### src/rtl/cll_pkg.sv
`timescale 1ns / 1ps
// ----------------------------------------------------------------------------
// cll_pkg
// Shared constants, status codes and the CORDIC rotation table function.
// ----------------------------------------------------------------------------
package cll_pkg;

  localparam logic [63:0] HALF_TURN    = 64'h8000_0000_0000_0000;
  localparam logic [63:0] QUARTER_TURN = 64'h4000_0000_0000_0000;
  localparam logic [63:0] INV_TWO_PI   = 64'h28BE_60DB_9391_054A;
  localparam logic [63:0] RADIUS_RESET = 64'd6370987308;

  typedef enum logic [1:0] {
    ST_NORMAL = 2'd0,
    ST_POLAR  = 2'd1,
    ST_ORIGIN = 2'd2
  } status_t;

  // restoring long division, used for table build only
  function automatic logic [63:0] div_long(input logic [63:0] num, input logic [63:0] den);
    logic [63:0] rem;
    logic [63:0] q;
    rem = '0;
    q   = '0;
    for (int b = 63; b >= 0; b--) begin
      rem = {rem[62:0], num[b]};
      if (rem >= den) begin
        rem  = rem - den;
        q[b] = 1'b1;
      end
    end
    return q;
  endfunction

  // atan(2^-i) in turns at 2^64
  function automatic logic [63:0] rot_entry(input int i);
    logic [63:0]  sum;
    logic [63:0]  term;
    logic [127:0] prod;
    int           span;
    sum = '0;
    if (i == 0) begin
      return 64'h2000_0000_0000_0000;
    end
    for (int k = 0; k < 63; k++) begin
      span = i * (2 * k + 1);
      if (span <= 62) begin
        term = div_long(64'd1 << (62 - span), 64'(2 * k + 1));
        if (k % 2 == 1) begin
          sum = sum - term;
        end else begin
          sum = sum + term;
        end
      end
    end
    prod = {64'd0, sum} * {64'd0, INV_TWO_PI};
    return prod[125:62];
  endfunction

endpackage

### src/rtl/cll_cordic_cell.sv
`timescale 1ns / 1ps
// ----------------------------------------------------------------------------
// cll_cordic_cell
// One vectoring CORDIC micro-rotation for two lanes.
// ----------------------------------------------------------------------------
module cll_cordic_cell
  import cll_pkg::*;
#(
  parameter int IDX = 0,
  parameter int SW  = 1
) (
  input  logic             clk,
  input  logic             rst_n,
  input  logic             en,
  input  logic             valid_i,
  input  logic [1:0][63:0] x_i,
  input  logic [1:0][63:0] y_i,
  input  logic [1:0][63:0] acc_i,
  input  logic [SW-1:0]    sb_i,
  output logic             valid_r,
  output logic [1:0][63:0] x_r,
  output logic [1:0][63:0] y_r,
  output logic [1:0][63:0] acc_r,
  output logic [SW-1:0]    sb_r
);

  localparam logic [63:0] ENTRY = rot_entry(IDX);

  logic [1:0][63:0] x_nxt;
  logic [1:0][63:0] y_nxt;
  logic [1:0][63:0] acc_nxt;
  logic [1:0][63:0] dx;
  logic [1:0][63:0] dy;

  always_comb begin
    for (int l = 0; l < 2; l++) begin
      dx[l] = 64'($signed(y_i[l]) >>> IDX);
      dy[l] = 64'($signed(x_i[l]) >>> IDX);
      if (!y_i[l][63]) begin
        x_nxt[l]   = x_i[l] + dx[l];
        y_nxt[l]   = y_i[l] - dy[l];
        acc_nxt[l] = acc_i[l] + ENTRY;
      end else begin
        x_nxt[l]   = x_i[l] - dx[l];
        y_nxt[l]   = y_i[l] + dy[l];
        acc_nxt[l] = acc_i[l] - ENTRY;
      end
    end
  end

  always_ff @(posedge clk) begin
    if (!rst_n) begin
      valid_r <= 1'b0;
    end else if (en) begin
      valid_r <= valid_i;
    end
  end

  always_ff @(posedge clk) begin
    if (en) begin
      x_r   <= x_nxt;
      y_r   <= y_nxt;
      acc_r <= acc_nxt;
      sb_r  <= sb_i;
    end
  end

endmodule

### config.mk
export PLATFORM = sky130hd
export DESIGN_NAME = cll_cordic_cell
export DESIGN_NICKNAME = d
export VERILOG_FILES = /design/src/rtl/cll_pkg.sv /design/src/rtl/cll_cordic_cell.sv
export SDC_FILE = /design/constraint.sdc
export NUM_CORES = 1
export LEC_CHECK = 0
export ABC_AREA = 1
export BUFFER_PORTS_ARGS = -buffer_cell sky130_fd_sc_hd__buf_2
export CAP_MARGIN = 20
export CORE_MARGIN = 8
export CORE_UTILIZATION = 33
export CTS_CLUSTER_SIZE = 16
export DETAILED_ROUTE_END_ITERATION = 8
export GPL_TIMING_DRIVEN = 0
export SLEW_MARGIN = 0
export SYNTH_ARGS = -nofsm -noshare
export SYNTH_HDL_FRONTEND = slang
export SYNTH_SLANG_ARGS = --single-unit
### constraint.sdc
create_clock -name clk -period 5.4 [get_ports clk]
set_clock_uncertainty 0.1 [all_clocks]
set_input_delay 0.81 -clock clk [delete_from_list [all_inputs] [get_ports clk]]
set_output_delay 0.81 -clock clk [all_outputs]
set_load 0.05 [all_outputs]
==> run metrics <==
status completed; vias 54008; measured slew at the worst slew-check pin 1260 ps; first-pass GRT wire length 354000 um; clk sink count 384; 1st-iter DRT viols 5155; Pre-antenna DRT Iters 7; Die Area 0.155 mm^2; post-placement cell area 0.0534 mm^2; Placeable Area about 0.14 mm^2; layout cells sized above 1 14.5%; max frequency 260 MHz; register area share after synthesis 24.5%; CTS root buf clkbuf_16; worst vdd ir 0.000259 V; die width 393 um; port bufs 772; Synth top cells by count nand2_1, inv_1, nand3_1, nor2_1, ha_1; register bit total from synthesis 384; synth unique cells 50; total of max-cap violations 0; final net count 9392; initial core utilization 33.2%; H-tree Lvls 2; yosys warns 0; fin area 0.0551 mm^2; DRC errors left 0; drt wl/cell about 24 um; RSZ-0062 raised after global routing false; CTS Hold Bufs 0; Mapped Nets roughly 8600; cells after synthesis between 7000 and 8000; Main synth FF type edfxtp_1; reg2reg setup slack 4640 ps; Post-Syn Area 0.0470 mm^2; GR Util All Layers between 30% and 40%; hold_ws 216 ps; Tightest Hold Check Type input port to flip-flop; syn_area_per_cell slightly above 6 um^2; Final Hold Vio Count 0; Final min period 3850 ps; cell with the most instances after synthesis nand2_1; critical-path maximum fanout 10; Clk Latency, worst-skew pair ~670 ps; worst relative slew slack 15.1%; CTS clk-pin slew, worst paths 60 ps; final cycle utilization of the critical path 71.3%; Rows about 140; setup_tns 0 ps; area leader, netlist edfxtp_1; final WL 255000 um; Final GP Congestion 1.03; CP required 5560 ps; vias in the first global route 51217; Overflow after GRT 0; Lkg Pwr slightly above 30 nW; P&R area growth vs syn 17.1%; post_cts resized 0; top post-synthesis cells by area edfxtp_1, nand2_1, inv_1; initial antenna violation count 62; CTS tree done; Worst Setup Start Kind input port; top-level I/O count 775; Core Util, Final about 39%; CP Class input port to flip-flop; die height 393 um; post-CTS setup buffer count 0; vias per inst approximately 5; FFs w/ async S/R, synth 0%; largest net degree at the start of global routing between 100 and 150; Pwr per Cell Area 252 mW/mm^2; Clock Path Buffers 3; DP Wirelength 221000 um; TritonCTS Buffers 47; area share of the leading cell type in the synthesized netlist 24.5%; WP data arrival 4010 ps; pins over their slew limit 0; DRT antenna net count 0; Post-synth EDFFs 383; Crit. End Element flip-flop; Final setup viols 0
[report_power, final]
group | leakage, nW | switching (W) | internal, W
Clock | 0.752 | 0.00144 | 0.00186
Combinational | 26.2 | 0.00513 | 0.00158
Sequential | 3.75 | 0.000120 | 0.00376
Total | 30.7 | 0.00669 | 0.00720
[per-layer routing]
layer | vias up | share of wire, % | global-route usage (%)
met4 | 28 | 5.2 | 13.6
met1 | 25354 | 42 | 39.6
met2 | 2474 | 44 | 50.4
met3 | 475 | 8.6 | 6.56
li1 | 25677 | - | -
met5 | - | 0.072 | 0
[path summary, 6_finish.rpt]
check | startpoint | end | depth (start not counted)
max | x_i[23] | x_r[30] | 13
max reg2reg | valid_r | valid_r | 2
min reg2reg | valid_r | valid_r | 2
min | acc_i[33] | acc_r[33] | 1
[logic make-up (layout without fill, tap and decap cells)]
kind of cell               Yosys count  count (layout)  synth area share, %
muxes                                1               1               0.0213
AOI/OAI and AO/OA                  822             822                 9.46
DFF                                384             384                 24.5
adders and majority gates          401             401                 10.8
xor gates and xnor gates           101             101                 1.88
buffers and inverters             1831            2696                 15.6
other                                0              35                    0
and+or+nand+nor                   4234            4234                 37.8
[cell type report]
cell class                 count  area, um^2
sequential                   384       11500
fill                       15777       86500
clock buffer                  57        1210
antenna                       35        87.6
inverter                    1652        6200
timing repair buffer         779        4010
clock inverter                29         363
buffer                       179        1130
multi-input combinational   5559       28200
tap                         1890        2360
[worst max-delay path, cell delays in order]
cell and delay [ps]:
buf_2 190, inv_1 70, ha_1 340, buf_4 200, nor2_1 140, inv_1 90, nor2_1 190, inv_1 90
nor2_1 450, a21oi_1 160, nand2_2 190, xor2_1 100, o21ai_0 970
[per-stage QoR]
| step | setup slack (ps) | cells | power [W] |
|---|---|---|---|
| after floorplan | 2710 | 7774 | 0.00807 |
| after global placement | -2850 | 10436 | 0.0105 |
| after CTS | 1710 | 10527 | 0.0139 |
| after global routing | 1550 | 10542 | 0.0145 |
| after detailed placement | 1070 | 10441 | 0.0105 |
| final | 1550 | 10564 | 0.0139 |
[sequential cells by signal, indices dropped and copies added, names as in the netlist]
register  cells
acc_r       128
x_r         128
y_r         126
sb_r          1
valid_r       1
[placed cells by master (no fill, tap or decap), types with 10 or more instances in the layout]
master / n
inv_2: 48
buf_2: 809
nand2_2: 53
edfxtp_1: 383
diode_2: 35
buf_6: 10
nand3_1: 619
nand3_2: 16
o21ai_0: 261
xor2_1: 96
nor3_2: 32
clkbuf_1: 45
nand2_1: 2808
nor2_2: 73
nor2_4: 11
buf_4: 92
nor2_1: 485
nor3_1: 23
ha_1: 394
a21oi_1: 383
clkbuf_16: 47
a31oi_1: 12
nand4_1: 85
a21oi_2: 13
o21ai_1: 34
o21bai_1: 61
inv_1: 1603
o22ai_1: 31
No activity file was read; power rests on OpenSTA's default activity.
