`src/rtl/cll_norm_cell.sv`:
```
`timescale 1ns / 1ps
// ----------------------------------------------------------------------------
// cll_norm_cell
// One step of the binary normalising shift for two operand pairs.
// ----------------------------------------------------------------------------
module cll_norm_cell #(
  parameter int SH = 1,
  parameter int SW = 1
) (
  input  logic             clk,
  input  logic             rst_n,
  input  logic             en,
  input  logic             valid_i,
  input  logic [1:0][63:0] x_i,
  input  logic [1:0][63:0] y_i,
  input  logic [SW-1:0]    sb_i,
  output logic             valid_r,
  output logic [1:0][63:0] x_r,
  output logic [1:0][63:0] y_r,
  output logic [SW-1:0]    sb_r
);

  localparam int LIM = 61 - SH;

  logic [1:0][63:0] x_nxt;
  logic [1:0][63:0] y_nxt;

  always_comb begin
    for (int l = 0; l < 2; l++) begin
      if ((x_i[l] >> LIM) == 64'd0 && (y_i[l] >> LIM) == 64'd0) begin
        x_nxt[l] = x_i[l] << SH;
        y_nxt[l] = y_i[l] << SH;
      end else begin
        x_nxt[l] = x_i[l];
        y_nxt[l] = y_i[l];
      end
    end
  end

  always_ff @(posedge clk) begin
    if (!rst_n) begin
      valid_r <= 1'b0;
    end else if (en) begin
      valid_r <= valid_i;
    end
  end

  always_ff @(posedge clk) begin
    if (en) begin
      x_r  <= x_nxt;
      y_r  <= y_nxt;
      sb_r <= sb_i;
    end
  end

endmodule

```
`config.mk`:
```
export PLATFORM = sky130hd
export DESIGN_NAME = cll_norm_cell
export DESIGN_NICKNAME = d
export VERILOG_FILES = /design/src/rtl/cll_norm_cell.sv
export SDC_FILE = /design/constraint.sdc
export NUM_CORES = 1
export LEC_CHECK = 0
export ABC_AREA = 1
export BUFFER_PORTS_ARGS = -buffer_cell sky130_fd_sc_hd__buf_2
export CORE_AREA = 2 2 200 202
export DETAILED_ROUTE_END_ITERATION = 8
export DIE_AREA = 0 0 202 204
export GPL_ROUTABILITY_DRIVEN = 0
export PLACE_DENSITY = 0.59
export SLEW_MARGIN = 0
export SYNTH_ARGS = -nofsm -noshare
export SYNTH_HDL_FRONTEND = slang
export SYNTH_SLANG_ARGS = --single-unit
export TNS_END_PERCENT = 30
```
`constraint.sdc`:
```
create_clock -name clk -period 1.59 [get_ports clk]
set_clock_uncertainty 0.15 [all_clocks]
set_input_delay 0.0795 -clock clk [delete_from_list [all_inputs] [get_ports clk]]
set_output_delay 0.0795 -clock clk [all_outputs]
set_load 0.02 [all_outputs]
```
==> impl_metrics.py, run 1 <==
metrics = {
    "routing": {
        "detail_route.first_pass.iterations": 8,
        "vias_per_cell": 4.65,
        "vias": 11200,
        "routedWlPerCell_um": 17.7,
        "drt-total-wl_um": 42700,
        "drt_iter0_markers": 694,
        "count_of_antenna_violating_nets_left_after_detailed_routing": 0,
        "drc": 0,
    },
    "synth": {
        "synth.net_count": 1354,
        "ys_top_cells_by_count": "484 x nand2_1, 257 x edfxtp_1, 230 x o21ai_0",
        "syn-cell-area_sq_um": 11300,
        "synth_flop_cell": "edfxtp_1",
        "synth-seq-cells": 258,
        "post-synth-top-count-cell": "nand2_1",
        "synth_async_sr_flop_share_pct": 0,
        "yosysSeqAreaShare_pct": 68.2,
        "synthesis.yosys.warnings": 0,
        "netlist-cell-type-count": 12,
        "synthTopCellsByArea": "edfxtp_1 68%, nand2_1 16%, o21ai_0 10%, clkbuf_1 1.9%, buf_6 1.8%",
        "synthDominantCellAreaShare_pct": 68.1,
        "syn-mean-instance-area_sq_um": 10.4,
        "synth_edf_count": 257,
        "synth_top_area_cell": "edfxtp_1",
        "synth_cells": 1093,
    },
    "clock_tree": {
        "cts_made_buffers": 29,
        "clock_tree.buffer_depth": 3,
        "worstSkewPairLatency_ns": 0.55,
        "tritoncts": "yes",
        "clk_pin_slew_worst_paths_ns": 0.06,
        "clk_root_buffer_cell": "clkbuf_16",
        "cts_htree_levels": 1,
        "clk_sinks": 258,
    },
    "placed_design": {
        "numPortBuffers": 518,
        "dpl.cell_count": 2094,
        "place_hpwl_um": 28700,
        "dpl-instance-area_sq_um": 14700,
    },
    "layout": {
        "final_net_count": 2127,
        "final-instance-count-excl-fill": 2415,
        "num-fill-cells": 3515,
        "drive_above_1_share_pct": 32.8,
        "multi_input_gate_area_sq_um": 3110,
        "seqCellArea_sq_um": 7740,
        "synthesis_to_finish_area_growth_pct": 62.5,
        "design_area_sq_um": 18400,
    },
    "critical_path": {
        "r2r_end": "valid_r",
        "crit_type": "in -> reg",
        "rr_startpoint": "valid_r",
        "r2r_setup_slack_ns": 0.24,
        "number_of_cells_traversed_by_the_worst_register_to_register_path": 3,
        "crit_path_end_kind": "flop",
        "crit_required_ns": 1.94,
        "slowest_stage": "dlygate4sd3_1",
        "slowest_delay_ns": 0.58,
        "maximum_fanout_along_the_worst_path": 21,
        "critPathArrivalTime_ns": 1.93,
        "worstPathCellList": "dlygate4sd3_1, buf_12, buf_12, o21ai_0, a21oi_1, dlygate4sd3_1",
        "worstSetupStartpointType": "input pin",
    },
    "floorplan": {
        "fp.dieW_um": 202,
        "fp.dieArea_sq_um": 41200,
        "floorplan.initialDensity_pct": 28.9,
        "placeableCoreArea_sq_um": 39200,
        "standard_cell_rows": 73,
        "chipHeight_um": 204,
        "io_pins": 519,
    },
    "global_routing": {
        "first_pass_grt_wire_length_um": 62100,
        "overall_fraction_of_global_route_tracks_in_use_pct": 19.3,
        "grtUsageMet3_pct": 5.29,
        "grt_overflow_total": 0,
        "largest_net_degree_at_the_start_of_global_routing": 63,
        "top_usage_layer": "met2",
        "global_route.usage.met1_pct": 21.2,
        "grt_antenna_before_repair": 3,
        "first_global_vias": 11200,
        "gr-usage-met2_pct": 34.3,
    },
    "pwr": {
        "power_density_nw_per_um2": 985,
        "maximum_ir_drop_on_the_vdd_rail_mv": 0.880,
        "leakagePower_nw": 7.87,
    },
    "sta": {
        "timing.final.crit_period_ns": 1.58,
        "report.final.hold_viol_count": 0,
        "final.hold.worst_slack_ns": 0.0817,
        "grt_setup_unrepaired": "yes",
        "setup_viol_count_final": 0,
        "max_slew.worst_pin.slew_ns": 0.346,
        "report.final.slew_viol_count": 0,
        "min_period_over_period_pct": 99.2,
        "slew_headroom_pct": 76.9,
        "maxClockFrequency_ghz": 0.634,
    },
    "outcome": {
        "outcome": "finished clean",
    },
    "worst_hold_path": {
        "worstHoldPathCells": 6,
        "hold_class": "in -> reg",
        "holdCritStartpoint": "y_i[61]",
        "end_of_the_worst_hold_path": "x_r[21]",
    },
    "run": {
        "maxCapViolations": 0,
    },
}
-- layout by cell type (no fill, tap or decap) --
master | netlist | final
a21oi_1 | 1 | 1
buf_12 | 0 | 21
buf_2 | 14 | 517
buf_4 | 0 | 32
bufinv_16 | 0 | 5
clkbuf_1 | 58 | 9
clkbuf_16 | 0 | 31
clkbuf_8 | 0 | 2
clkinv_1 | 0 | 3
clkinv_2 | 0 | 4
clkinvlp_4 | 0 | 1
dfxtp_1 | 1 | 1
diode_2 | 0 | 2
dlygate4sd3_1 | 0 | 260
edfxtp_1 | 257 | 257
inv_1 | 9 | 9
nand2_1 | 484 | 480
nand2_4 | 0 | 4
nor2_1 | 12 | 11
nor2_2 | 0 | 1
nor2_4 | 2 | 2
o21ai_0 | 230 | 219
o21ai_1 | 7 | 18
-- worst max-delay path by stage --
stage | from | endpoint | slack [ns]
2_1_floorplan | y_i[124] | y_r[119] | 0.41
3_3_place_gp | y_i[61] | x_r[55] | -0.1
3_5_place_dp | y_i[61] | x_r[55] | -0.05
4_1_cts | en | valid_r | 0.003
5_1_grt | y_i[60] | y_r[10] | -0.03
6_report | en | valid_r | 0.01
-- flip-flops by register name, summed over array words and instances, names as in the netlist --
name and count:
x_r 128, sb_r 1, valid_r 1, y_r 128
-- cells by family after synthesis --
| kind of cell | share of synthesized area (%) |
|---|---|
| flip-flops | 68.2 |
| AND/OR/NAND/NOR | 16.6 |
| buffers and inverters | 4.62 |
| AO/OA/AOI/OAI | 10.5 |
-- routing by layer --
metal / part of all wire, % / vias to the layer above
met3: 9.5 / 99
met4: 4.9 / 2
li1: - / 5264
met2: 50 / 662
met5: 0.028 / -
met1: 36 / 5212
-- final cells by class --
type / count / share of cell area [%]
multi-input combinational: 736 / 16.9
antenna: 2 / 0.0272
inverter: 9 / 0.183
clock inverter: 13 / 1.03
timing repair buffer: 832 / 32.0
tap: 525 / 3.57
clock buffer: 40 / 4.27
sequential: 258 / 42.0
-- worst max-delay path: cells and delay by family --
family                 cells  cell delay [ns]
AOI/OAI and AO/OA          2             0.22
buffers and inverters      4             1.59
-- through the flow --
| step | TNS (ns) | utilization [%] | total power, mW | worst slack [ns] |
|---|---|---|---|---|
| 6_report | 0 | 47.0 | 18.1 | 0.0126 |
| 3_5_place_dp | -0.0865 | 37.6 | 10.8 | -0.0489 |
| 5_1_grt | -0.117 | 47.0 | 18.8 | -0.0286 |
| 3_3_place_gp | -0.0953 | 37.6 | 10.7 | -0.0953 |
| 4_1_cts | 0 | 46.8 | 18.2 | 0.00264 |
| 2_1_floorplan | 0 | - | 9.41 | 0.409 |
-- where the power goes --
group	leakage (nW)	total [mW]	internal [mW]	switching, mW
logic	4.88	2.90	1.20	1.70
clock network	0.474	6.95	4.24	2.71
registers	2.52	8.28	8.09	0.183
-- timing repair --
action                                  CTS  global route
gates resized for setup                   0            13
buffers inserted                          0             3
hold endpoints to repair                284             0
endpoints found under the setup margin    0            89
hold buffers                            261             0
Power figures use the tool's default switching activity.
==> run 2, diff against run 1 <==
SETUP_SLACK_MARGIN = 0.15   (was default)
SKIP_LAST_GASP = 1   (was default)
==> impl_metrics.py, run 2 (same netlist as run 1, synthesis figures left out) <==
metrics = {
    "clock_tree": {
        "clk_root_buffer_cell": "clkbuf_16",
        "worstSkewPairLatency_ns": 0.55,
        "tritoncts": "yes",
        "cts_made_buffers": 29,
        "clk_pin_slew_worst_paths_ns": 0.06,
        "clk_sinks": 258,
        "hold_buffers": 262,
        "clock_tree.buffer_depth": 3,
        "cts_htree_levels": 1,
        "cts.repair_timing.setup_buffer_count": 0,
    },
    "layout": {
        "multi_input_gate_area_sq_um": 3110,
        "drive_above_1_share_pct": 32.8,
        "most-common-layout-cells": "513 x buf_2, 480 x nand2_1, 261 x dlygate4sd3_1, 257 x edfxtp_1, 216 x o21ai_0",
        "mostFrequentLayoutCell": "buf_2",
        "num-fill-cells": 3515,
        "final-instance-count-excl-fill": 2412,
        "design_area_sq_um": 18400,
        "final_net_count": 2124,
        "top_regs": "x_r x128, y_r x128",
        "synthesis_to_finish_area_growth_pct": 62.6,
        "seqCellArea_sq_um": 7740,
    },
    "global_routing": {
        "first_pass_grt_wire_length_um": 61900,
        "first_global_vias": 11200,
        "overall_fraction_of_global_route_tracks_in_use_pct": 19.2,
        "grt_antenna_before_repair": 2,
        "largest_net_degree_at_the_start_of_global_routing": 63,
        "grt_overflow_total": 0,
    },
    "worst_hold_path": {
        "hold_class": "in -> reg",
    },
    "placed_design": {
        "dpl-instance-area_sq_um": 14700,
        "dpl.cell_count": 2094,
        "place_hpwl_um": 28700,
        "numPortBuffers": 518,
    },
    "routing": {
        "met3RoutedLength_um": 3970,
        "drt_iter0_markers": 693,
        "vias_per_cell": 4.63,
        "vias": 11200,
        "maxUsedRoutingLayer": "met4",
        "drt-total-wl_um": 41900,
        "detail_route.first_pass.iterations": 6,
        "drc": 0,
        "dr_wl_met2_um": 20900,
        "route.layer.met1.wl_um": 15100,
        "count_of_antenna_violating_nets_left_after_detailed_routing": 0,
        "routedWlPerCell_um": 17.4,
    },
    "critical_path": {
        "path_buf_inv": 1,
        "crit_required_ns": 1.36,
        "worstPathCellList": "buf_6",
        "slowest_delay_ns": 0.50,
        "path_delay_family": "flip-flops",
        "path_depth": 1,
        "slowest_stage": "edfxtp_1",
        "crit_type": "reg -> out",
        "r2r_end": "valid_r",
        "r2r_setup_slack_ns": 0.24,
        "crit_path_end_kind": "output pin",
        "rr_startpoint": "valid_r",
        "startpoint": "y_r[72]",
        "maximum_fanout_along_the_worst_path": 1,
        "critPathArrivalTime_ns": 1.23,
        "worst_setup_path_endpoint": "y_r[72]",
        "number_of_cells_traversed_by_the_worst_register_to_register_path": 3,
        "worstSetupStartpointType": "flop",
    },
    "floorplan": {
        "fp.dieArea_sq_um": 41200,
        "standard_cell_rows": 73,
        "chipHeight_um": 204,
        "io_pins": 519,
        "floorplan.initialDensity_pct": 28.9,
        "fp.dieW_um": 202,
        "placeableCoreArea_sq_um": 39200,
    },
    "sta": {
        "slew_headroom_pct": 67.7,
        "setup_viol_count_final": 0,
        "report.final.hold_viol_count": 28,
        "grt_setup_unrepaired": "yes",
        "maxClockFrequency_ghz": 0.686,
        "report.final.slew_viol_count": 0,
        "min_period_over_period_pct": 91.7,
        "max_slew.worst_pin.slew_ns": 0.485,
        "timing.final.crit_period_ns": 1.46,
        "final.hold.worst_slack_ns": -0.179,
    },
    "pwr": {
        "leakagePower_nw": 7.86,
        "power_density_nw_per_um2": 984,
        "maximum_ir_drop_on_the_vdd_rail_mv": 0.873,
    },
    "outcome": {
        "failed_checks": "hold timing",
        "outcome": "finished with violations",
    },
    "run": {
        "maxCapViolations": 0,
    },
}
run 2: changes by cell type in the layout (fill, tap and decap cells not counted), moves of 3 or more:
cell / delta
buf_6: +8
o21ai_1: +3
buf_2: -4
buf_4: -7
buf_12: -3
o21ai_0: -3
run 2: through the flow:
stage                     power [mW]  setup TNS (ns)  util [%]  hold slack, ns  setup WS, ns
after floorplan                 9.41               0         -          0.0230         0.409
after global placement          10.7         -0.0953      37.6           0.108       -0.0953
after detailed placement        10.8         -0.0865      37.6           0.117       -0.0489
after CTS                       18.2               0      46.9          -0.175         0.122
after global routing            18.8               0      47.0          -0.184         0.122
final                           18.1               0      47.0          -0.179         0.132
run 2: layer usage:
layer / vias to the layer above / track usage, %
li1: 5262 / -
met2: 644 / 34.3
met4: 0 / 9.51
met1: 5174 / 20.8
met5: - / 0
met3: 91 / 5.34
run 2: how the worst min path moves through the flow:
stage,start,to,slack [ns],cells past startpoint
finish,en,y_r[11],-0.18,1
global route,en,y_r[44],-0.18,1
CTS,en,y_r[44],-0.17,1
detailed placement,sb_i,sb_r,0.12,1
global placement,sb_i,sb_r,0.11,1
floorplan,en,valid_r,0.02,1
run 2: report_power, final:
part	internal, mW	switching [mW]	total (mW)
combinational	1.20	1.70	2.90
clock	4.24	2.70	6.95
sequential	8.10	0.187	8.28
run 2: repair_timing:
item	4_1_cts	5_1_grt
cloned	0	2
endpoints found under the setup margin	9	110
gates resized for setup	8	22
hold endpoints to repair	284	24
run 2: area by class of cell:
type / instances / share of cell area, %
Tap cell: 525 / 3.56
Clock buffer: 40 / 4.27
Multi-Input combinational cell: 736 / 16.9
Antenna cell: 2 / 0.0272
Inverter: 9 / 0.183
Timing Repair Buffer: 829 / 32.1
Sequential cell: 258 / 42.0
Clock inverter: 13 / 1.02
==> run 3, diff against run 2 <==
RECOVER_POWER = 25   (was default)
SLEW_MARGIN = 20   (was 0)
==> impl_metrics.py, run 3 (same netlist as run 1, synthesis figures left out) <==
metrics = {
    "sta": {
        "slew_headroom_pct": 47.3,
        "timing.final.crit_period_ns": 1.46,
        "grt_setup_unrepaired": "yes",
        "max_slew.worst_pin.slew_ns": 0.791,
        "report.final.hold_viol_count": 28,
        "final.hold.worst_slack_ns": -0.197,
        "min_period_over_period_pct": 91.7,
        "setup_viol_count_final": 0,
        "maxClockFrequency_ghz": 0.686,
        "report.final.slew_viol_count": 0,
    },
    "routing": {
        "vias_per_cell": 4.62,
        "drt_iter0_markers": 678,
        "vias": 11100,
        "drt-total-wl_um": 41900,
        "count_of_antenna_violating_nets_left_after_detailed_routing": 0,
        "routedWlPerCell_um": 17.4,
        "drc": 0,
        "detail_route.first_pass.iterations": 6,
    },
    "clock_tree": {
        "cts.repair_timing.setup_buffer_count": 0,
        "clk_root_buffer_cell": "clkbuf_16",
        "hold_buffers": 262,
        "cts_made_buffers": 29,
        "clock_tree.buffer_depth": 3,
        "clk_pin_slew_worst_paths_ns": 0.06,
        "worstSkewPairLatency_ns": 0.55,
        "cts_htree_levels": 1,
        "tritoncts": "yes",
        "clk_sinks": 258,
    },
    "floorplan": {
        "standard_cell_rows": 73,
        "io_pins": 519,
        "fp.dieArea_sq_um": 41200,
        "fp.dieW_um": 202,
        "placeableCoreArea_sq_um": 39200,
        "floorplan.initialDensity_pct": 28.9,
        "chipHeight_um": 204,
    },
    "global_routing": {
        "grt_antenna_before_repair": 2,
        "overall_fraction_of_global_route_tracks_in_use_pct": 19.2,
        "grt_overflow_total": 0,
        "first_pass_grt_wire_length_um": 61900,
        "largest_net_degree_at_the_start_of_global_routing": 63,
        "first_global_vias": 11200,
    },
    "pwr": {
        "leakagePower_nw": 7.77,
        "maximum_ir_drop_on_the_vdd_rail_mv": 0.872,
        "power_mw": 18.1,
        "power_density_nw_per_um2": 988,
    },
    "placed_design": {
        "dpl.cell_count": 2094,
        "dpl-instance-area_sq_um": 14700,
        "place_hpwl_um": 28700,
        "numPortBuffers": 518,
    },
    "critical_path": {
        "slowest_stage": "edfxtp_1",
        "crit_required_ns": 1.36,
        "worstSetupStartpointType": "flop",
        "path_delay_family": "flip-flops",
        "path_buf_inv": 1,
        "worstPathCellList": "buf_6",
        "critPathArrivalTime_ns": 1.23,
        "slowest_delay_ns": 0.50,
        "maximum_fanout_along_the_worst_path": 1,
        "crit_path_end_kind": "output pin",
        "crit_type": "reg -> out",
    },
    "run": {
        "maxCapViolations": 0,
    },
    "layout": {
        "final_net_count": 2124,
        "mostFrequentLayoutCell": "buf_2",
        "design_area_sq_um": 18300,
        "drive_above_1_share_pct": 31.6,
        "synthesis_to_finish_area_growth_pct": 61.6,
        "top_regs": "x_r x128, y_r x128",
        "final-instance-count-excl-fill": 2412,
        "most-common-layout-cells": "503 x buf_2, 480 x nand2_1, 261 x dlygate4sd3_1, 257 x edfxtp_1, 216 x o21ai_0",
    },
    "outcome": {
        "outcome": "finished with violations",
        "failed_checks": "hold timing",
    },
    "worst_hold_path": {
        "hold_class": "in -> reg",
    },
}
[run 3: cell count changes in the layout (fill, tap and decap cells not counted)]
cell,change
buf_12,-4
buf_2,-10
buf_4,-11
clkbuf_1,+22
clkbuf_2,+3
[run 3: report_power, final]
| group | internal (mW) | switching, mW |
|---|---|---|
| combinational | 1.17 | 1.69 |
| clock | 4.24 | 2.71 |
| sequential | 8.10 | 0.187 |
| total | 13.5 | 4.59 |
[run 3: final timing paths]
kind	slack, ns	startpoint	endpoint	cells after the start
setup / recovery	0.13	y_r[72]	y_r[72]	1
hold / removal	-0.20	en	y_r[44]	1
setup reg to reg	0.24	valid_r	valid_r	3
hold reg to reg	0.97	valid_r	valid_r	3
[run 3: area by class of cell]
cell class	instances	area, sq um
Fill cell	3539	20900
Tap cell	525	657
Inverter	9	33.8
Sequential cell	258	7740
Multi-Input combinational cell	736	3110
Antenna cell	2	5.00
Timing Repair Buffer	829	5800
Clock buffer	40	787
Clock inverter	13	189
[run 3: metal layers]
metal | wire (um) | vias up | share of wire, % | track usage, %
met2 | 20800 | 645 | 50 | 34.3
met3 | 4030 | 95 | 9.6 | 5.34
met4 | 1890 | 0 | 4.5 | 9.51
met1 | 15100 | 5139 | 36 | 20.8
li1 | - | 5264 | - | -
met5 | 0 | - | 0 | 0
[run 3: stage by stage]
stage / utilization [%] / worst slack [ns] / TNS (ns)
after global placement: 37.6 / -0.0953 / -0.0953
after floorplan: - / 0.409 / 0
final: 46.7 / 0.133 / 0
after global routing: 46.7 / 0.122 / 0
after detailed placement: 37.6 / -0.0489 / -0.0865
after CTS: 46.9 / 0.122 / 0
[run 3: what timing repair did]
item,4_1_cts,5_1_grt
cloned,0,2
hold endpoints to repair,284,24
endpoints found under the setup margin,9,110
resized for setup,8,22
pin swaps,0,0
