--- config.mk ---
export PLATFORM = sky130hd
export DESIGN_NAME = cll_root_cell
export DESIGN_NICKNAME = d
export VERILOG_FILES = /design/src/rtl/cll_root_cell.sv
export SDC_FILE = /design/constraint.sdc
export NUM_CORES = 1
export LEC_CHECK = 0
export ABC_AREA = 1
export BUFFER_PORTS_ARGS = -buffer_cell sky130_fd_sc_hd__buf_4
export CORE_AREA = 3 3 257 259
export CTS_CLUSTER_DIAMETER = 120
export DETAILED_ROUTE_END_ITERATION = 6
export DIE_AREA = 0 0 260 262
export GPL_ROUTABILITY_DRIVEN = 1
export GPL_TIMING_DRIVEN = 1
export HOLD_SLACK_MARGIN = 0.08
export SETUP_SLACK_MARGIN = 0.3
export SLEW_MARGIN = 20
export SYNTH_ARGS = -nofsm -noshare
export SYNTH_HDL_FRONTEND = slang
export SYNTH_SLANG_ARGS = --single-unit
--- constraint.sdc ---
create_clock -name clk -period 2 [get_ports clk]
set_input_delay 0.2 -clock clk [delete_from_list [all_inputs] [get_ports clk]]
set_output_delay 0.2 -clock clk [all_outputs]
set_load 0.02 [all_outputs]
--- src/rtl/cll_root_cell.sv ---
`timescale 1ns / 1ps
// ----------------------------------------------------------------------------
// cll_root_cell
// One bit step of two square roots, digit pair BIT of the radicand.
// ----------------------------------------------------------------------------
module cll_root_cell #(
  parameter int P   = 40,
  parameter int BIT = 0,
  parameter int SW  = 1
) (
  input  logic                  clk,
  input  logic                  rst_n,
  input  logic                  en,
  input  logic                  valid_i,
  input  logic [1:0][2*P-1:0]   n_i,
  input  logic [1:0][P+1:0]     rem_i,
  input  logic [1:0][P:0]       r_i,
  input  logic [SW-1:0]         sb_i,
  output logic                  valid_r,
  output logic [1:0][2*P-1:0]   n_r,
  output logic [1:0][P+1:0]     rem_r,
  output logic [1:0][P:0]       r_r,
  output logic [SW-1:0]         sb_r
);

  logic [1:0][P+1:0] rem_s;
  logic [1:0][P+1:0] trial;
  logic [1:0][P+1:0] rem_nxt;
  logic [1:0][P:0]   r_nxt;

  always_comb begin
    for (int l = 0; l < 2; l++) begin
      rem_s[l] = {rem_i[l][P-1:0], n_i[l][2*BIT +: 2]};
      trial[l] = {r_i[l][P-1:0], 2'b01};
      if (rem_s[l] >= trial[l]) begin
        rem_nxt[l] = rem_s[l] - trial[l];
        r_nxt[l]   = {r_i[l][P-1:0], 1'b1};
      end else begin
        rem_nxt[l] = rem_s[l];
        r_nxt[l]   = {r_i[l][P-1:0], 1'b0};
      end
    end
  end

  always_ff @(posedge clk) begin
    if (!rst_n) begin
      valid_r <= 1'b0;
    end else if (en) begin
      valid_r <= valid_i;
    end
  end

  always_ff @(posedge clk) begin
    if (en) begin
      n_r   <= n_i;
      rem_r <= rem_nxt;
      r_r   <= r_nxt;
      sb_r  <= sb_i;
    end
  end

endmodule

==> run summary, run 1 <==
The run finished with clean final reports. In this run, CTS created clock tree buffers numbering 39. The first TritonRoute pass finished after 5 iterations. After detailed routing, the number of remaining DRC violations is 0. The routed length per instance came out at 17.2 um. At the end of routability-driven placement, the weighted congestion stood at 0.930. The logs give 2490 for the total nets after synthesis and 328 for the number of sinks on the clock net. Largest family of logic cells by synthesized area: simple AND/OR/NAND/NOR gates. The cell sitting at the root of the clock tree is a clkbuf_16. In this run, the number of DRC markers left after iteration 0 of detailed routing was 1071. The horizontal extent of the die came out at 260 um. Detailed routing inserted a total of 18200 vias. 659 I/O pins were placed.

The total net switching power was 6.90 mW; the worst-path maximum fanout was 3. For the latest clock arrival within the worst-skew pair, the log shows 0.55 ns. For the core area, the log shows 0.0641 mm^2. The proportion of total power due to net switching was 30.5%.

Registers are responsible for 38.0% of the overall power. The global-route wire length before repair is 105 mm. Synthesis handed over a netlist of 2075 instances. For the post-DP HPWL, the log shows 56.5 mm. In this run the static leakage power is 15.3 nW.

The xor-xnor portion of the synthesized cell area is 2.23%, and the multiplexer share of the synthesized area is 0%. The area growth from synthesis to layout is 75.9%. The worst setup path is of the primary input to flip-flop kind. The run gives 1.98 ns as the critical path arrival. Hold timing on the final database bottoms out at a slack of 0.133 ns.

For the number of setup buffers added after CTS, the log shows 0. The compound-cell area share of the yosys netlist was 3.08%; the combinational power share was 30.6%. The post-route netlist has 34.7% of its cells at a drive strength greater than 1.

The post-route fraction of the period consumed by the critical path came out at 84.1%. Setup violations remaining at the end of the flow were counted as 0. The maximum level of the CTS H-tree was 2. The adder and majority gate portion of the synthesized area is 5.82%, and the number of routed nets with antenna violations is 0. The top cell type by area accounts for 54.4% of the synthesized area. For the pin with the worst max-slew slack, the measured transition is 0.407 ns. The total number of placement rows is 93, and the y dimension of the die is 262 um. After synthesis, the cell types taking the most area are edfxtp_1, nand2_1, inv_1. In this run the deepest clock path goes through 3 buffers.

The tools report the total track usage as 20.3%. Count of endpoints failing hold in the final timing report: 0. The worst clock skew was 0 ns; the wire length after detailed routing was 72.9 mm.

After synthesis, the netlist uses 27 different library cells. Setup repair after global routing could not meet its margin everywhere. The net count of the finished layout is 3765. The total of warnings raised by yosys was 0; the register area share after synthesis was 54.5%.

The logs give 0 for the max-slew violation count and 2.30 ns for the required time of the critical path. The cell taking the most area after synthesis is edfxtp_1. TritonCTS built the clock tree. The tightest min-delay check is of the primary input to flip-flop type. In this run the cell area of the synthesized design comes to 0.0181 mm^2. The minimum clock period is 1.68 ns. The largest net degree at the start of global routing is 72, and the clock-pin slew of the registers on the worst-case setup and hold paths is 0.06 ns.

After detailed routing, the number of vias per cell comes to 4.29. Number of port buffers: 652. The total grt overflow is 0, and the total die area is 0.0681 mm^2. STA classifies the critical path startpoint as a primary input.

The logs give 4240 for the number of cells in the finished layout apart from fillers and 595 MHz for the maximum clock frequency. The run gives 7 as the initial antenna violation count. The tools report the post-route core utilization as 49.5%. The worst setup path is captured at a flip-flop. The clock network power share was 31.4%; the average footprint of a synthesized cell was 8.70 um^2.

The worst-case headroom to the max-slew limit came out at 72.9%. The power per cell area was 712 mW/mm^2; the initial core utilization was 28.2%. IR analysis of the VDD net gives a maximum drop of 0.000553 V.

The internal power of the cells totals 15.7 mW. In this run, synthesis produced a sequential element count of 328. In this run, placement finished with an instance count of 3840. Max-cap violations in this run came to 0. After Yosys synthesis, and, or, nand and nor cells account for 25.3% of the synthesized area.

The run gives 18400 as the number of global-route vias before repair.
[power by group through the flow]
stage	Combinational, mW	Clock (mW)	Sequential (mW)
3_5_place_dp	6.34	0	8.73
3_3_place_gp	6.31	0	8.73
6_report	6.91	7.10	8.61
4_1_cts	6.89	7.30	8.60
5_1_grt	7.47	7.56	8.66
2_1_floorplan	2.25	0	9.55
[per-stage QoR]
step / power [mW] / TNS (ns) / cell area (um^2) / setup WS [ns]
detailed placement: 15.1 / -15.39 / 27100 / -0.287
finish: 22.6 / 0 / 31800 / 0.318
floorplan: 11.8 / 0 / 19200 / 0.239
global route: 23.7 / 0 / 31700 / 0.254
CTS: 22.8 / 0 / 31600 / 0.330
global placement: 15.0 / -14.28 / 27100 / -0.346
[logic make-up (layout without fill, tap and decap cells)]
family / count (synthesis) / after routing
adder cells (fa/ha/maj): 84 / 84
buffers and inverters: 403 / 1707
AO/OA/AOI/OAI: 104 / 104
AND/OR/NAND/NOR: 1110 / 1110
flip-flops: 328 / 328
XOR/XNOR: 46 / 46
other: 0 / 6
[state kept, by name (all words and copies together) (netlist names)]
name and count:
r_r 82, sb_r 1, valid_r 1, rem_r 84, n_r 160
[placed cells by master, fill, tap and decap left out, types with 3 or more instances in the layout]
cell / n
inv_1: 373
diode_2: 6
nor2_2: 19
clkinvlp_4: 3
nor2_1: 125
buf_4: 914
clkinv_1: 9
inv_4: 4
inv_2: 4
dlygate4sd3_1: 323
ha_4: 68
inv_12: 3
inv_6: 7
nand2_2: 37
clkbuf_16: 39
edfxtp_1: 327
buf_12: 12
o21ai_0: 23
ha_1: 15
a21oi_2: 11
xor2_1: 46
nand3b_1: 12
clkbuf_1: 9
a21o_1: 4
nor3_1: 10
o21a_1: 4
nand4_1: 8
nand3_2: 12
a21oi_1: 56
bufinv_16: 4
nand3_1: 87
nand2_4: 7
o21bai_1: 4
nand2_1: 764
nor2_4: 17
or2_2: 4
[metal layers]
layer | part of all wire, % | track usage, %
met5 | 0.041 | 0
met2 | 49 | 34.6
met4 | 2.9 | 6.46
met1 | 41 | 25.1
met3 | 7.5 | 5.26
[worst max-delay path, cell delays in order]
cell     delay (ns)
buf_4          0.12
inv_4          0.04
ha_4           0.26
buf_4          0.12
nand2_1        0.12
buf_4          0.16
nor2_1         0.27
nand2_1        0.13
nor2_1         0.21
nor2_1         0.08
nand2_1        0.07
nand2_1        0.05
nand3_1        0.08
nand2_1        0.07
[path summary, 6_finish.rpt]
path	start	end	slack, ns	depth (start not counted)
max	r_i[71]	rem_r[77]	0.32	14
max reg2reg	valid_r	valid_r	0.68	3
min	n_i[80]	rem_r[42]	0.13	3
min reg2reg	valid_r	valid_r	1.23	3
[synthesized netlist by cell type (all sizes together)]
| cell | count |
|---|---|
| a21boi | 2 |
| a21o | 4 |
| a21oi | 67 |
| and2 | 2 |
| buf | 16 |
| dfxtp | 1 |
| edfxtp | 327 |
| ha | 84 |
| inv | 387 |
| nand2 | 810 |
| nand3 | 99 |
| nand3b | 12 |
| nand4 | 8 |
| nor2 | 161 |
| nor3 | 12 |
| nor4 | 2 |
| o21a | 4 |
| o21ai | 23 |
| o21bai | 4 |
| or2 | 4 |
| xor2 | 46 |
[cell type report]
cell class,count,area (um^2)
Fill cell,5926,32400
Timing Repair Buffer,1250,10300
Sequential cell,328,9840
Multi-Input combinational cell,1344,7720
Inverter,387,1520
Tap cell,855,1070
Clock buffer,48,1010
Clock inverter,22,236
Antenna cell,6,15.0
[what timing repair did]
item	in CTS	in global routing
gates resized for setup	0	28
hold endpoints to repair	345	0
setup endpoints to repair	0	78
hold buffers	324	0
Note: power is estimated with default switching activity, not from simulation.
==> run 2, diff against run 1 <==
Settings changed: ABC_AREA 1 to 0, CORE_AREA 3 3 257 259 to 3 3 255 257, DIE_AREA 0 0 260 262 to 0 0 258 260.
Clock period 2 ns to 1.75 ns, I/O delays scaled along.
==> run 2 against run 1 <==
  * The run now ends with negative setup slack left
  * Register-to-register slack lost 0.13 ns
  * Hold slack better by 0.048 ns
  * Synthesized cell count fell by 38%
  * Critical endpoint is now rem_r[21]
  * Global-route usage is 0.69 points lower
  * Non-clock buffer count grew 112
  * Sequential share of layout area is 0.26 points higher
  * Utilization grew 0.48 points
  * Clock skew unchanged
  * Highest routed layer unchanged
  * Clock power up 16%
  * Final area fell by 0.84%
  * Combinational power grew 22%
==> run summary, run 2 <==
Global-route wire length before repair: 101 mm (-4.4%). The tools report the distinct cell type count of the synthesized netlist as 71 (+160%). The logs give 31.8% (+1.2 points) for the combinational power share and 3 (unchanged) for the number of buffers between clock root and the deepest sink. The multiplexer share of the synthesized area works out to 2.71% (+2.7 points). The share of the synthesized area in the top cell type works out to 61.1% (+6.7 points). The total setup violations reported at the end of the flow was 86 (+86); the register area share after synthesis was 61.2% (+6.7 points). The post-detailed-route via-to-cell ratio was 4.60 (+7.2%).

The compound-cell area share of the yosys netlist came out at 13.3% (+10 points). More flip-flops sit in one register than any other, and that register is n_r. The worst-path maximum fanout was 18 (+15); the number of instances in the synthesized netlist was 1282 (-38%).

The run gives 0 (unchanged) as the remaining routing DRC violations. For the worst clock skew, the log shows 0 ns (unchanged). The clock network power share was 31.0% (-0.4 points). The final reports fail on negative setup slack.

The routed design could run at a clock period as short as 2.34 ns. edfxtp_1 takes more of the synthesized area than any other cell. The total nets after synthesis is 1697 (-32%). For the total track usage, the log shows 19.6% (-0.69 points). The number of enable-type register cells in the synthesized netlist is 327 (unchanged), and the number of port buffers is 652 (unchanged). Synthesis-stage register bit count: 328 (unchanged). The largest net degree at the start of global routing came out at 38 (-47%). Proportion of total power due to net switching: 29.9% (-0.60 points).

The detailed-routing iteration count for the pre-antenna-repair pass is 5 (unchanged). The actual transition at the worst max-transition pin came out at 1.16 ns (+0.755 ns). The leakage dissipation came out at 13.6 nW (-11%). The clock-pin slew of the registers on the worst-case setup and hold paths was 0.06 ns (about the same). The simple-gate portion of the synthesized area was 8.05% (-17 points); the critical path arrival was 2.64 ns (+0.66 ns). The total of warnings raised by yosys came out at 0 (unchanged). The run gives 2.05 ns (-0.25 ns) as the required time of the critical path. The maximum clock frequency is 427 MHz. Setup repair after global routing could not meet its margin everywhere.

The wire length after detailed routing is 71.1 mm (-2.5%). The maximum level of the CTS H-tree was 2 (unchanged); the horizontal extent of the die was 258 um (-0.77%). The tools report the kind of start point of the critical path as a primary input.

The number of cells in the finished layout apart from fillers is 3527 (-17%). The largest registers in the layout are n_r x160, rem_r x84, r_r x82. The tools report the internal power as 18.6 mW (+18%). Power per cell area: 842 mW/mm^2 (+18%). In the synthesized netlist the dominant register cell turns out to be edfxtp_1.

Number of cells after detailed placement: 3083 (-20%). The count of boundary I/O pins was 659 (unchanged); the core area was 0.0630 mm^2 (-1.8%). The worst hold slack is 0.181 ns (+0.0476 ns). The leading cell type in the layout, fill and taps excluded is buf_4. Combined area of all synthesized cells: 0.0161 mm^2 (-11%).

The most used standard cell by instance count after synthesis was edfxtp_1. STA classifies the critical path endpoint as a flip-flop. The number of max-capacitance violations reported was 0 (unchanged). Sorting the synthesized cells by how often they occur yields edfxtp_1, inv_1, a21oi_1, ha_1, nand2_1.

The logs give 40 (+2.6%) for the number of buffers added by the clock tree synthesis step and 50.5 mm (-11%) for the post-DP HPWL. The share of synthesized flip-flops with an asynchronous set or reset is 0% (unchanged), and the number of sinks on the clock net is 328 (unchanged). The tools report the max-slew violation count as 0 (unchanged). The fraction of layout instances using a drive strength above 1 is 51.6% (+17 points). The xor-xnor portion of the synthesized cell area was 3.87% (+1.6 points). In the finished design, the share of the clock period the worst path needs comes to 134%. The number of flip-flops under the largest register name came out at 160 (unchanged).

The initial core utilization came out at 25.5% (-2.6 points). The startpoint-to-endpoint class of the critical path is primary input to flip-flop. For the total grt overflow, the log shows 0 (unchanged). Compared with the post-synthesis result, the final layout area differs by 95.8%. The total net switching power came out at 7.93 mW (+15%). The tools report the worst ir drop on vdd as 0.000642 V (+16%).

The sequential share of power was 37.2% (-0.8 points). The total die area came out at 0.0671 mm^2 (-1.5%). The adder and majority gate portion of the synthesized area is 6.53% (+0.71 points), and the number of filler instances in the final layout is 5360 (-9.6%).

The y dimension of the die came out at 260 um (-0.76%). The top cell types in the final layout, fill and taps aside, are buf_4, edfxtp_1, dlygate4sd3_1. The latest clock arrival within the worst-skew pair is 0.55 ns (about the same). The routed length per instance works out to 20.2 um (+17%). For the post-route core utilization, the log shows 50.0% (+0.48 points). For the final-stage net count, the log shows 3061 (-19%).

The worst slack at placement is -1.43 ns (-1.14 ns). The root buffer cell chosen for the clock tree is clkbuf_16. The via count of the routed design was 16200 (-11%); the initial antenna violation count was 8 (+1). The count of endpoints failing hold in the final timing report is 0 (unchanged). For the total number of placement rows, the log shows 92 (-1.1%). By area, the combinational part of the netlist is dominated by compound AO/OA/AOI/OAI gates. For the number of routed nets with antenna violations, the log shows 0 (unchanged).

For the final setup TNS, the log shows -42.12 ns (-42.12 ns). The number of global-route vias before repair is 17100 (-7.4%). TritonCTS built the clock tree.

In the post-synthesis netlist, the biggest area contributors are edfxtp_1, ha_1, a21oi_1. Worst setup slack after layout: -0.591 ns (-0.909 ns). For the worst-case headroom to the max-slew limit, the log shows 22.6% (-50 points).

The average footprint of a synthesized cell was 12.5 um^2 (+44%). The kind of path behind the tightest hold check is primary input to flip-flop. For the final estimated routing congestion in global placement, the log shows 0.898 (-3.4%).

The flow ran to the end, but the final reports show violations. The violation count after the first detailed-routing iteration was 1000 (-6.6%).
-- run 2: changes by cell type in the layout (fill, tap and decap cells not counted), sizes merged, moves of 50 or more --
cell	previous run	this run
a21oi	67	117
buf	927	1032
inv	392	117
nand2	810	81
nand3	99	24
nor2	161	72
-- run 2: kinds of logic (layout without fill, tap and decap cells) --
logic type	Yosys count	count (layout)
compound gates	331	331
xor+xnor	71	71
fa+ha+maj	84	84
buf+inv	158	1552
flops	328	328
mux	39	39
other cells	0	5
simple gates	271	271
-- run 2: layout make-up --
| class | instances | area (um^2) | share of cell area [%] |
|---|---|---|---|
| multi-input cells | 796 | 7230 | 23.0 |
| diodes | 5 | 12.5 | 0.0397 |
| inverters | 117 | 539 | 1.71 |
| clock buffers | 50 | 1060 | 3.37 |
| flip-flops and latches | 328 | 9840 | 31.2 |
| repair buffers | 1362 | 11500 | 36.5 |
| well taps | 846 | 1060 | 3.36 |
| repair inverters | 1 | 8.76 | 0.0278 |
| clock inverters | 22 | 229 | 0.727 |
-- run 2: through the flow --
step                area [um^2]  total power, mW
finish                    31500             26.5
global route              31500             27.6
CTS                       30400             26.1
detailed placement        24900             16.7
global placement          24900             16.6
floorplan                 16600             13.1
-- run 2: power groups by stage --
stage | Clock, mW | Sequential [mW] | Combinational [mW]
global placement | 0 | 9.99 | 6.65
global route | 8.76 | 9.92 | 8.94
detailed placement | 0 | 9.99 | 6.70
CTS | 8.47 | 9.85 | 7.82
finish | 8.23 | 9.86 | 8.44
floorplan | 0 | 10.9 | 2.20
-- run 2: what timing repair did --
item / CTS / global route
hold endpoints to repair: 338 / 0
gates resized for setup: 184 / 195
buffers inserted: 19 / 14
pin swaps: 45 / 49
cloned: 1 / 7
hold buffers: 326 / 0
endpoints found under the setup margin: 91 / 116
-- run 2: per-layer routing --
layer / GRT usage, % / vias to the layer above / share of wire (%)
met5: 0 / - / 0.035
met4: 7.53 / 4 / 3.4
met2: 34.9 / 652 / 51
met1: 22.1 / 7893 / 38
li1: - / 7544 / -
met3: 5.84 / 121 / 8.0
-- run 2: final timing paths --
check | end | from | slack, ns | cells past startpoint
hold / removal | rem_r[43] | n_i[80] | 0.18 | 4
setup reg to reg | valid_r | valid_r | 0.55 | 3
hold reg to reg | valid_r | valid_r | 1.14 | 3
setup / recovery | rem_r[21] | r_i[0] | -0.59 | 12
-- run 2: critical path, cell delays in order --
cell      delay (ns)
buf_8           0.10
inv_4           0.05
ha_4            0.19
nor2b_4         0.13
o311ai_4        0.28
a31oi_4         0.14
o211ai_1        0.31
a31oi_4         0.14
o311ai_4        0.29
and2_4          0.26
buf_12          0.19
mux2_2          0.36
==> run 3, diff against run 2 <==
Settings changed: CAP_MARGIN from default to 20, CORE_AREA 3 3 255 257 to 3 3 254 256, DIE_AREA 0 0 258 260 to 0 0 257 259.
Clock period 1.75 ns to 2.1 ns, I/O delays scaled along.
==> run 3 against run 2 <==
  * Critical path depth is 1 higher
  * Die area decreased by 0.77%
  * Sequential share of layout area is 0.080 points higher
  * Global-route usage increased by 0.11 points
  * The run ends with antenna violations, negative setup slack left
  * Clock power fell by 14%
  * Flip-flop and latch count did not move
==> run summary, run 3 (same netlist as run 2, synthesis figures left out) <==
The flow ran to the end, but the final reports show violations. The final reports fail on antenna violations, negative setup slack. The area growth from synthesis to layout was 95.3%; the latest clock arrival within the worst-skew pair was 0.54 ns (about the same).

The minimum clock period came out at 2.38 ns. The wire length after detailed routing was 70.9 mm (-0.19%); the post-detailed-route via-to-cell ratio was 4.59 (-0.19%). The largest registers in the layout are n_r x160, rem_r x84, r_r x82. The count of endpoints failing hold in the final timing report is 0 (unchanged).

The number of port buffers is 652 (unchanged), and the final-stage net count is 3052 (-0.29%). The tools report the count of boundary I/O pins as 659 (unchanged). The worst clock skew was 0 ns (unchanged).

The run gives 17000 (-0.33%) as the number of global-route vias before repair. The layer flagged by global routing as most heavily used is met2. The violation count after the first detailed-routing iteration is 1082 (+8.2%), and the y dimension of the die is 259 um (-0.38%). For the post-route core utilization, the log shows 50.1% (+0.056 points).

The worst ir drop on vdd came out at 0.000671 V (+4.5%). The run gives 9 (+1) as the initial antenna violation count. The worst hold path belongs to the class primary input to flip-flop. The power per cell area came out at 711 mW/mm^2 (-16%).

The total track usage was 19.7% (+0.11 points); the number of max-capacitance violations reported was 0 (unchanged). The worst flop-to-flop path endpoint is valid_r. For the final instance area, the log shows 0.0314 mm^2 (-0.25%). The top cell types in the final layout, fill and taps aside, are buf_4, edfxtp_1, dlygate4sd3_1. For the maximum clock frequency, the log shows 420 MHz. The fraction of layout instances using a drive strength above 1 works out to 51.3% (-0.31 points).

The tools report the largest net degree at the start of global routing as 63 (+66%). Setup repair after global routing could not meet its margin everywhere. The run gives 102 mm (+0.92%) as the global-route wire length before repair. The post-DP HPWL is 49.9 mm (-1.0%). The most critical setup path has its startpoint at r_i[25]. The post-route fraction of the period consumed by the critical path is 113%, and the number of sinks on the clock net is 328 (unchanged). The detailed-routing iteration count for the pre-antenna-repair pass came out at 6 (+1).

Initial core utilization: 25.6% (+0.094 points). The number of buffers between clock root and the deepest sink was 3 (unchanged). The slowest cell on the critical path was a2111oi_4. The total number of placement rows was 92 (unchanged); the clock-pin slew of the registers on the worst-case setup and hold paths was 0.06 ns (about the same). The delay of the slowest cell on the worst path came out at 0.41 ns (+0.05 ns). The root buffer cell chosen for the clock tree is clkbuf_16. The worst setup path is launched from a primary input. For the worst setup slack after layout, the log shows -0.280 ns (+0.311 ns). The number of routed nets with antenna violations came out at 1 (+1). The number of flip-flops under the largest register name was 160 (unchanged). The maximum level of the CTS H-tree was 2 (unchanged). Horizontal extent of the die: 257 um (-0.39%). Counting stages on the worst path, the most repeated cell is buf_12. The run gives 13.5 nW (-0.42%) as the leakage dissipation.

TritonCTS built the clock tree. The startpoint identified for the worst register-to-register timing path is valid_r. The run gives 0.92 ns (+0.37 ns) as the register-to-register path setup slack. The core area was 0.0627 mm^2 (-0.37%); the remaining routing DRC violations was 0 (unchanged). The worst-path maximum fanout was 7 (-11); the met3 usage was 4.86% (-0.98 points). The worst setup path is captured at a flip-flop. Total die area: 0.0666 mm^2 (-0.77%). Register with the most flip-flops: n_r. Worst-case headroom to the max-slew limit: 65.3% (+43 points). Leaving out fill and tap cells, the most frequent cell in the layout is buf_4. The critical path arrival is 2.68 ns (+0.04 ns).

For the global-route met1 utilization, the log shows 23.7% (+1.6 points). The end point of the critical path was rem_r[26]. The number of cells on the worst reg-to-reg path works out to 3 (unchanged). The actual transition at the worst max-transition pin works out to 0.514 ns (-0.647 ns).

The final setup TNS came out at -16.84 ns (+25.28 ns). For the met2 track utilization from global routing, the log shows 34.9% (+0.071 points). The total grt overflow is 0 (unchanged). The number of buffers added by the clock tree synthesis step is 41 (+2.5%), and the max-slew violation count is 0 (unchanged). Startpoint-to-endpoint class of the critical path: primary input to flip-flop. Required time of the critical path: 2.40 ns (+0.35 ns). The tools report the final estimated routing congestion in global placement as 0.889 (-0.98%).

The routed length per instance works out to 20.1 um (-0.11%). The area of placed instances came out at 0.0248 mm^2 (-0.25%). For the via count of the routed design, the log shows 16200 (-0.28%).

Worst slack at placement: -1.08 ns (+0.356 ns). Traced cell by cell, the critical path runs through buf_4 -> inv_1 -> ha_4 -> a21oi_4 -> o21ai_2 -> a41o_1 -> a2111oi_4 -> a21oi_2 -> o311ai_4 -> and2_4 -> buf_12 -> buf_12 -> mux2_2. The tools report the total setup violations reported at the end of the flow as 86 (unchanged).
-- run 3: changes by cell type in the layout (fill, tap and decap cells not counted), moves of 6 or more --
cell     delta
o21ai_0    +10
buf_4      -11
o21ai_2     -7
nor2_2      +6
diode_2     +6
nor2_4      -8
-- run 3: worst min-delay path by stage --
stage	endpoint	depth (start not counted)	from
after detailed placement	n_r[159]	1	n_i[159]
final	rem_r[33]	1	en
after global routing	r_r[65]	1	en
after CTS	rem_r[67]	1	en
after floorplan	n_r[0]	0	n_i[0]
after global placement	n_r[106]	1	n_i[106]
-- run 3: worst max-delay path, delay by kind of cell --
kind                     cells  cell delay, ns
AO/OA/AOI/OAI                6            1.20
buffers and inverters        4            0.49
multiplexers                 1            0.33
adder cells (fa/ha/maj)      1            0.21
AND/OR/NAND/NOR              1            0.21
-- run 3: area by class of cell --
type	count	area (um^2)
Antenna cell	11	27.5
Clock inverter	23	239
Fill cell	5346	31300
Timing Repair inverter	1	11.3
Inverter	117	527
Clock buffer	50	1080
Sequential cell	328	9840
Timing Repair Buffer	1352	11500
Tap cell	846	1060
Multi-Input combinational cell	796	7120
-- run 3: power by group --
group	leakage [nW]	internal (mW)	switching, mW
sequential	3.21	7.97	0.236
combinational	9.68	3.56	3.49
clock	0.641	4.17	2.90
total	13.5	15.7	6.63
-- run 3: through the flow --
stage	cells	power, mW	hold slack, ns
3_3_place_gp	3078	13.9	0.388
5_1_grt	3517	23.2	0.0961
6_report	3524	22.3	0.109
2_1_floorplan	1282	10.9	0.309
3_5_place_dp	3078	13.9	0.389
4_1_cts	3494	21.9	0.0871
-- run 3: what timing repair did --
| item | in CTS | in global routing |
|---|---|---|
| endpoints found under the hold margin | 324 | 0 |
| resized for setup | 182 | 170 |
| pin swaps | 39 | 50 |
| hold buffers | 322 | 0 |
| setup endpoints to repair | 86 | 86 |
| gates cloned | 3 | 7 |
| buffers inserted | 18 | 12 |
-- run 3: per-layer routing --
metal / part of all wire [%] / wire length [um]
met5: 0.039 / 28
met4: 2.7 / 1910
met2: 51 / 35900
met3: 6.6 / 4670
met1: 40 / 28500
